$ cat src/sv/parity_steered_weighted_two_queue_server_defines.svh
// ---------------------------------------------------------------------------
// Assertion macros for the two-queue server
// Shared property forms used by the concurrent checks of the top level.
// ---------------------------------------------------------------------------
`ifndef PARITY_STEERED_WEIGHTED_TWO_QUEUE_SERVER_DEFINES_SVH
`define PARITY_STEERED_WEIGHTED_TWO_QUEUE_SERVER_DEFINES_SVH

// The consequent must hold in the same cycle as the antecedent.
`define PSWQ_ASSERT_SAME(label, clk, rst_n, ante, cons, msg) \
    label: assert property (@(posedge clk) disable iff (!rst_n) (ante) |-> (cons)) \
        else $error(msg);

// The consequent must hold in the cycle after the antecedent.
`define PSWQ_ASSERT_NEXT(label, clk, rst_n, ante, cons, msg) \
    label: assert property (@(posedge clk) disable iff (!rst_n) (ante) |=> (cons)) \
        else $error(msg);

`endif

$ cat src/sv/pswq_pkg.sv
// ---------------------------------------------------------------------------
// pswq_pkg
// Types, constants and helpers shared by the two-queue server modules.
// ---------------------------------------------------------------------------
package pswq_pkg;

    localparam int QUEUE_DEPTH = 1024;
    localparam int ID_WIDTH    = 32;
    localparam int PTR_W       = $clog2(QUEUE_DEPTH);
    localparam int FILL_W      = $clog2(QUEUE_DEPTH + 1);
    localparam int WEIGHT_W    = 4;
    localparam int CFG_IDX_W   = 2;

    // Both small queues must have a power-of-two depth; their pointers wrap naturally.
    localparam int CMDQ_DEPTH  = 2;
    localparam int CMDQ_PTR_W  = $clog2(CMDQ_DEPTH);
    localparam int CMDQ_CNT_W  = $clog2(CMDQ_DEPTH + 1);
    localparam int RESQ_DEPTH  = 2;
    localparam int RESQ_PTR_W  = $clog2(RESQ_DEPTH);
    localparam int RESQ_CNT_W  = $clog2(RESQ_DEPTH + 1);

    localparam logic [WEIGHT_W-1:0] WEIGHT_A_RESET = WEIGHT_W'(2);
    localparam logic [WEIGHT_W-1:0] WEIGHT_B_RESET = WEIGHT_W'(1);

    localparam logic [CFG_IDX_W-1:0] REG_WEIGHT_A = CFG_IDX_W'(0);
    localparam logic [CFG_IDX_W-1:0] REG_WEIGHT_B = CFG_IDX_W'(1);

    typedef enum logic {
        CMD_ENQUEUE = 1'b0,
        CMD_SERVE   = 1'b1
    } t_command;

    typedef enum logic [1:0] {
        ST_SERVED   = 2'd0,
        ST_NOTHING  = 2'd1,
        ST_ENQUEUED = 2'd2,
        ST_DROPPED  = 2'd3
    } t_status;

    typedef struct packed {
        t_command              command;
        logic [ID_WIDTH-1:0]   customer_id;
    } t_item;

    typedef struct packed {
        logic [ID_WIDTH-1:0]   served_id;
        logic                  window;
        t_status               status;
        logic                  batch_done;
    } t_result;

    // Classified request as it travels from the front to the back.
    typedef struct packed {
        t_command              command;
        logic [ID_WIDTH-1:0]   customer_id;
        logic                  to_b;
    } t_cmd;

    typedef struct packed {
        logic                  valid;
        logic [CFG_IDX_W-1:0]  index;
        logic [WEIGHT_W-1:0]   data;
    } t_cfg_wr;

    typedef struct packed {
        logic                  reading;
        logic                  res_push;
    } t_back_stat;

    function automatic logic [PTR_W-1:0] ptr_next(input logic [PTR_W-1:0] p);
        if (p == PTR_W'(QUEUE_DEPTH - 1)) begin
            return '0;
        end
        return p + PTR_W'(1);
    endfunction

endpackage

$ cat src/sv/pswq_front.sv
// ---------------------------------------------------------------------------
// pswq_front
// Accepts requests, tags each by id parity and holds them in a short queue.
// ---------------------------------------------------------------------------
module pswq_front (
    input  logic             i_clk,
    input  logic             i_rst_n,
    input  logic             push,
    output logic             full,
    input  pswq_pkg::t_item  i_item,
    output logic             o_cmd_valid,
    output pswq_pkg::t_cmd   o_cmd,
    input  logic             i_cmd_pop
);
    import pswq_pkg::*;

    t_cmd                  r_slot [CMDQ_DEPTH];
    logic [CMDQ_PTR_W-1:0] r_wr_ptr;
    logic [CMDQ_PTR_W-1:0] r_rd_ptr;
    logic [CMDQ_CNT_W-1:0] r_count;
    logic                  w_push;
    logic                  w_pop;
    t_cmd                  w_tagged;

    assign full        = (r_count == CMDQ_CNT_W'(CMDQ_DEPTH));
    assign o_cmd_valid = (r_count != '0);
    assign o_cmd       = r_slot[r_rd_ptr];
    assign w_push      = push && !full;
    assign w_pop       = i_cmd_pop && o_cmd_valid;

    // Odd ids belong to queue A, even ids to queue B.
    always_comb begin
        w_tagged.command     = i_item.command;
        w_tagged.customer_id = i_item.customer_id;
        w_tagged.to_b        = ~i_item.customer_id[0];
    end

    always_ff @(posedge i_clk) begin
        if (w_push) begin
            r_slot[r_wr_ptr] <= w_tagged;
        end
    end

    always_ff @(posedge i_clk) begin
        if (!i_rst_n) begin
            r_wr_ptr <= '0;
            r_rd_ptr <= '0;
            r_count  <= '0;
        end else begin
            if (w_push) begin
                r_wr_ptr <= r_wr_ptr + CMDQ_PTR_W'(1);
            end
            if (w_pop) begin
                r_rd_ptr <= r_rd_ptr + CMDQ_PTR_W'(1);
            end
            r_count <= r_count + CMDQ_CNT_W'(w_push) - CMDQ_CNT_W'(w_pop);
        end
    end

endmodule

$ cat config.mk
export PLATFORM = sky130hd
export DESIGN_NAME = pswq_front
export DESIGN_NICKNAME = d
export VERILOG_FILES = /design/src/sv/parity_steered_weighted_two_queue_server_defines.svh /design/src/sv/pswq_pkg.sv /design/src/sv/pswq_front.sv
export SDC_FILE = /design/constraint.sdc
export NUM_CORES = 1
export LEC_CHECK = 0
export ABC_AREA = 1
export BUFFER_PORTS_ARGS = -buffer_cell sky130_fd_sc_hd__clkbuf_2
export CAP_MARGIN = 10
export CORE_MARGIN = 2
export CORE_UTILIZATION = 23
export CTS_CLUSTER_SIZE = 28
export DETAILED_ROUTE_END_ITERATION = 10
export PLACE_DENSITY = 0.4
export SYNTH_ARGS = -nofsm -noshare
export SYNTH_HDL_FRONTEND = slang
export SYNTH_SLANG_ARGS = --single-unit
$ cat constraint.sdc
create_clock -name i_clk -period 2.7 [get_ports i_clk]
set_input_delay 0.405 -clock i_clk [delete_from_list [all_inputs] [get_ports i_clk]]
set_output_delay 0.405 -clock i_clk [all_outputs]
set_load 0.01 [all_outputs]
* Yosys cells after proc, flatten, opt, wreduce, memory -nomap -nowiden *
Memories as Yosys holds them, arrays and structs flattened. A register that Yosys moved wholly into a read port is not among the register bits.
Index checks and enable logic that the tools add are counted.

word-level totals
  memories = 1
  word-level logic and storage cells = 18
  flip-flop bits (word level) = 4
  bits in writable memories = 68

memory list
  memory  words  bits a word  rd ports  clocked after memory_dff  wr ports  line              source
  r_slot  2      34           1         1                         1         pswq_front.sv:17  t_cmd r_slot [CMDQ_DEPTH];

cells by class
  multiplexer cells = 4
  eq/ne operators = 1
  reduce and logical (&&, ||, !) cells = 4
  add/subtract/negate cells = 4
  bitwise gates (word level) = 1

operator list
  cell                   count
  $mux W1                4
  $add A1 B1 Y1 const B  2
  $add A2 B1 Y2          1
  $eq A2 B2 Y1 const B   1
  $logic_and A1 B1 Y1    2
  $reduce_bool A2 Y1     1
  $sub A2 B1 Y2          1
  $logic_not A1 Y1       1
  $not A1 Y1             1

* Depth between registers and ports, before layout *
  depth after elaboration = 5
  gate-level depth with buffers = 11
  mapped depth without buffers = 11

* Least setup slack after synthesis *
No wires, ideal clock.

  path type = register to register
  start point = register r_count[0]
  end point = memory r_slot[0][0] (netlist bit), enable pin
  arrival time = 1.997 ns
  required time = 2.275 ns
  clock period less this slack = 2.422 ns
  cell stages (with the launch flop) = 5
  setup time = 0.425 ns
  slack = 0.278 ns
  path buffers = 0
  path through = dfxtp_1 > inv_1 > nand2_1 > nand2_1 > nor2_1

between the ends
  longest elaborated chain between the ends = 5

RTL lines
  item                           line              source
  start: declaration             pswq_front.sv:20  logic [CMDQ_CNT_W-1:0] r_count;
  start signal: assignment       pswq_front.sv:56  r_count <= r_count + CMDQ_CNT_W'(w_push) - CMDQ_CNT_W'(w_pop);
  $eq A2 B2 Y1                   pswq_front.sv:25  assign full = (r_count == CMDQ_CNT_W'(CMDQ_DEPTH));
  $logic_not A1 Y1               pswq_front.sv:28  assign w_push = push && !full;
  $logic_and A1 B1 Y1            pswq_front.sv:28
  $mux W1                        pswq_front.sv:39  if (w_push) begin
  $mux W1 (implied by the code)  pswq_front.sv:40  r_slot[r_wr_ptr] <= w_tagged;
  end: declaration               pswq_front.sv:17

Every way passes these cells.

==> results.json <==
{
  "cts_buffer_depth": 2,
  "die_width_um": 116,
  "dieArea_um2": 13300,
  "yosys_warnings": 0,
  "synth.avg_cell_area_um2": 19.7,
  "fmax_ghz": 0.489,
  "path_cells": "buf_4 -> mux2_2 -> clkbuf_2",
  "power_leakage_nw": 1.52,
  "cellPowerDensity_nw_per_um2": 993,
  "cts_tree": "yes",
  "port_buffers": 72,
  "syn_area_um2": 2860,
  "via_per_inst": 3.66,
  "synth_edf_count": 68,
  "max-slew-margin-rel_pct": 67.9,
  "postCtsSetupBuffers": 0,
  "grt_setup_unrepaired": "false",
  "synth_cells": 145,
  "critPathLaunchType": "flip-flop",
  "path_buf_inv": 2,
  "synthArstFlopShare_pct": 0,
  "finalPower_mw": 3.74,
  "ys_types": 12,
  "grt_antenna_before_repair": 0,
  "grt_overflow": 0,
  "wl_met3_um": 380,
  "clk_pin_slew_ns": 0.06,
  "drive_above_1_share_pct": 54.3,
  "grt_max_degree": 23,
  "fin_crit_sh_pct": 75.8,
  "fin_crit_ns": 2.05,
  "diodes": 0,
  "synth_seq_cells": 73,
  "gp_congestion": 0.692,
  "hpwl_um": 3620,
  "grt_pass1_vias": 1519,
  "yosys.cell_count.top_type": "edfxtp_1",
  "fp.dieH_um": 116,
  "grt_pass1_wl_um": 8050,
  "fin_ws_ns": 0.654,
  "worst_setup_path_end_kind": "primary output",
  "top_layer_used": "met4",
  "io-pin-count": 73,
  "tns_ns": 0,
  "postRouteAntennaNets": 0,
  "cp_top_family": "flip-flops",
  "core-area_um2": 12100,
  "drv_cap": 0,
  "drc_errors": 0,
  "ir_drop_mv": 0.398,
  "ys_top_cells_by_count": "edfxtp_1, mux2_4, inv_1",
  "row_count": 40,
  "grt_util_all_layers_pct": 8.46,
  "tightest_slew_ns": 0.480,
  "num_vias": 1472,
  "hold_path.class": "in -> reg",
  "post_drt_wl_per_cell_um": 13.2,
  "syn_to_final_growth_pct": 31.7,
  "drt-initial-drc-count": 21,
  "ff2ff_setup_slack_ns": 1.08,
  "syn_nets": 184,
  "wl_met2_um": 2500,
  "cts_made_buffers": 9,
  "worst_ep_arrival_time_ns": 1.64,
  "hold_viol": 0,
  "dr.pass1.iters": 2,
  "clkSinkCount": 73,
  "fin_nets": 268,
  "criticalPathCategory": "reg -> out",
  "skew_ns": 0.00749,
  "cts-root-buf": "clkbuf_16",
  "critPathRequiredTime_ns": 2.30,
  "wl_um": 5330,
  "worst_path_max_delay_cell": "dfxtp_2",
  "start_util_pct": 23.7,
  "clkLatencyLatePin_ns": 0.33,
  "finalSetupViolCount": 0,
  "wl_met1_um": 2360,
  "yosys_most_used_dff": "edfxtp_1",
  "finalMaxSlewViolations": 0,
  "netlist_top_cells_area": "edfxtp_1, mux2_4, dfxtp_1",
  "cts_hold_buf": 0,
  "yosysSeqAreaShare_pct": 74.9,
  "status": "completed",
  "htreeDepth": 3,
  "path_max_fanout": 10,
  "synth_top_area_share_pct": 71.4,
  "yosysTopAreaCell": "edfxtp_1",
  "post_cts_resized": 0,
  "pre_cts_ws_ns": 0.985,
  "crit_path_max_incr_delay_ns": 0.56
}
==> cells by family after synthesis <==
logic type	synth area share [%]
muxes	17.3
AOI/OAI and AO/OA	0.350
DFF	74.9
adders and majority gates	0.875
and+or+nand+nor	2.76
buffers and inverters	3.81
==> layout make-up <==
class                           count  area, um^2
Tap cell                          168         210
Sequential cell                    73        2140
Timing Repair Buffer               77         423
Multi-Input combinational cell     58         617
Clock inverter                      6         106
Clock buffer                       10         229
Fill cell                        1201        8300
Inverter                           10        37.5
==> path summary, 6_finish.rpt <==
path / depth (start not counted) / start / to
min reg2reg: 2 / r_rd_ptr / r_rd_ptr
max: 3 / flip-flop / o_cmd[29]
min: 1 / i_item[20] / r_slot[0][21]
max reg2reg: 5 / r_count[0] / r_slot[0][29]
==> flip-flops by register name, indices dropped and copies added, names as in the netlist, named ones only <==
signal and flops:
r_count 2, r_wr_ptr 1, r_slot 68, r_rd_ptr 1
==> power by group <==
| part | leakage, nW | total (mW) | internal (mW) | switching [mW] |
|---|---|---|---|---|
| sequential | 0.677 | 1.51 | 1.44 | 0.0732 |
| combinational | 0.679 | 0.899 | 0.451 | 0.448 |
| clock | 0.160 | 1.33 | 0.897 | 0.431 |
==> stage by stage <==
stage          util [%]  hold WS [ns]  instance area [um^2]  std cells
2_1_floorplan         -         0.467                  2860        145
3_3_place_gp       28.4         0.490                  3430        386
3_5_place_dp       28.4         0.499                  3430        386
4_1_cts            31.2         0.251                  3770        402
5_1_grt            31.2         0.253                  3770        402
6_report           31.2         0.266                  3770        402
==> metal layers <==
metal | GRT usage (%) | vias to the layer above
met5 | 0 | -
met4 | 4.34 | 0
met3 | 3.40 | 6
met2 | 12.7 | 43
met1 | 10.5 | 718
li1 | - | 705
==> cell usage in the layout, fill, tap and decap left out <==
| cell | count |
|---|---|
| clkbuf_1 | 1 |
| buf_12 | 2 |
| buf_4 | 3 |
| dfxtp_2 | 1 |
| edfxtp_1 | 68 |
| nor2_1 | 7 |
| clkinvlp_4 | 1 |
| bufinv_16 | 3 |
| ha_1 | 2 |
| nor2_4 | 1 |
| nand3_1 | 3 |
| mux2_2 | 4 |
| inv_1 | 10 |
| dfxtp_1 | 4 |
| mux2_4 | 30 |
| clkbuf_2 | 72 |
| clkbuf_16 | 9 |
| clkinv_2 | 1 |
| a21oi_1 | 2 |
| clkinv_1 | 1 |
| nand2_1 | 9 |
Note: power is estimated with default switching activity, not from simulation.
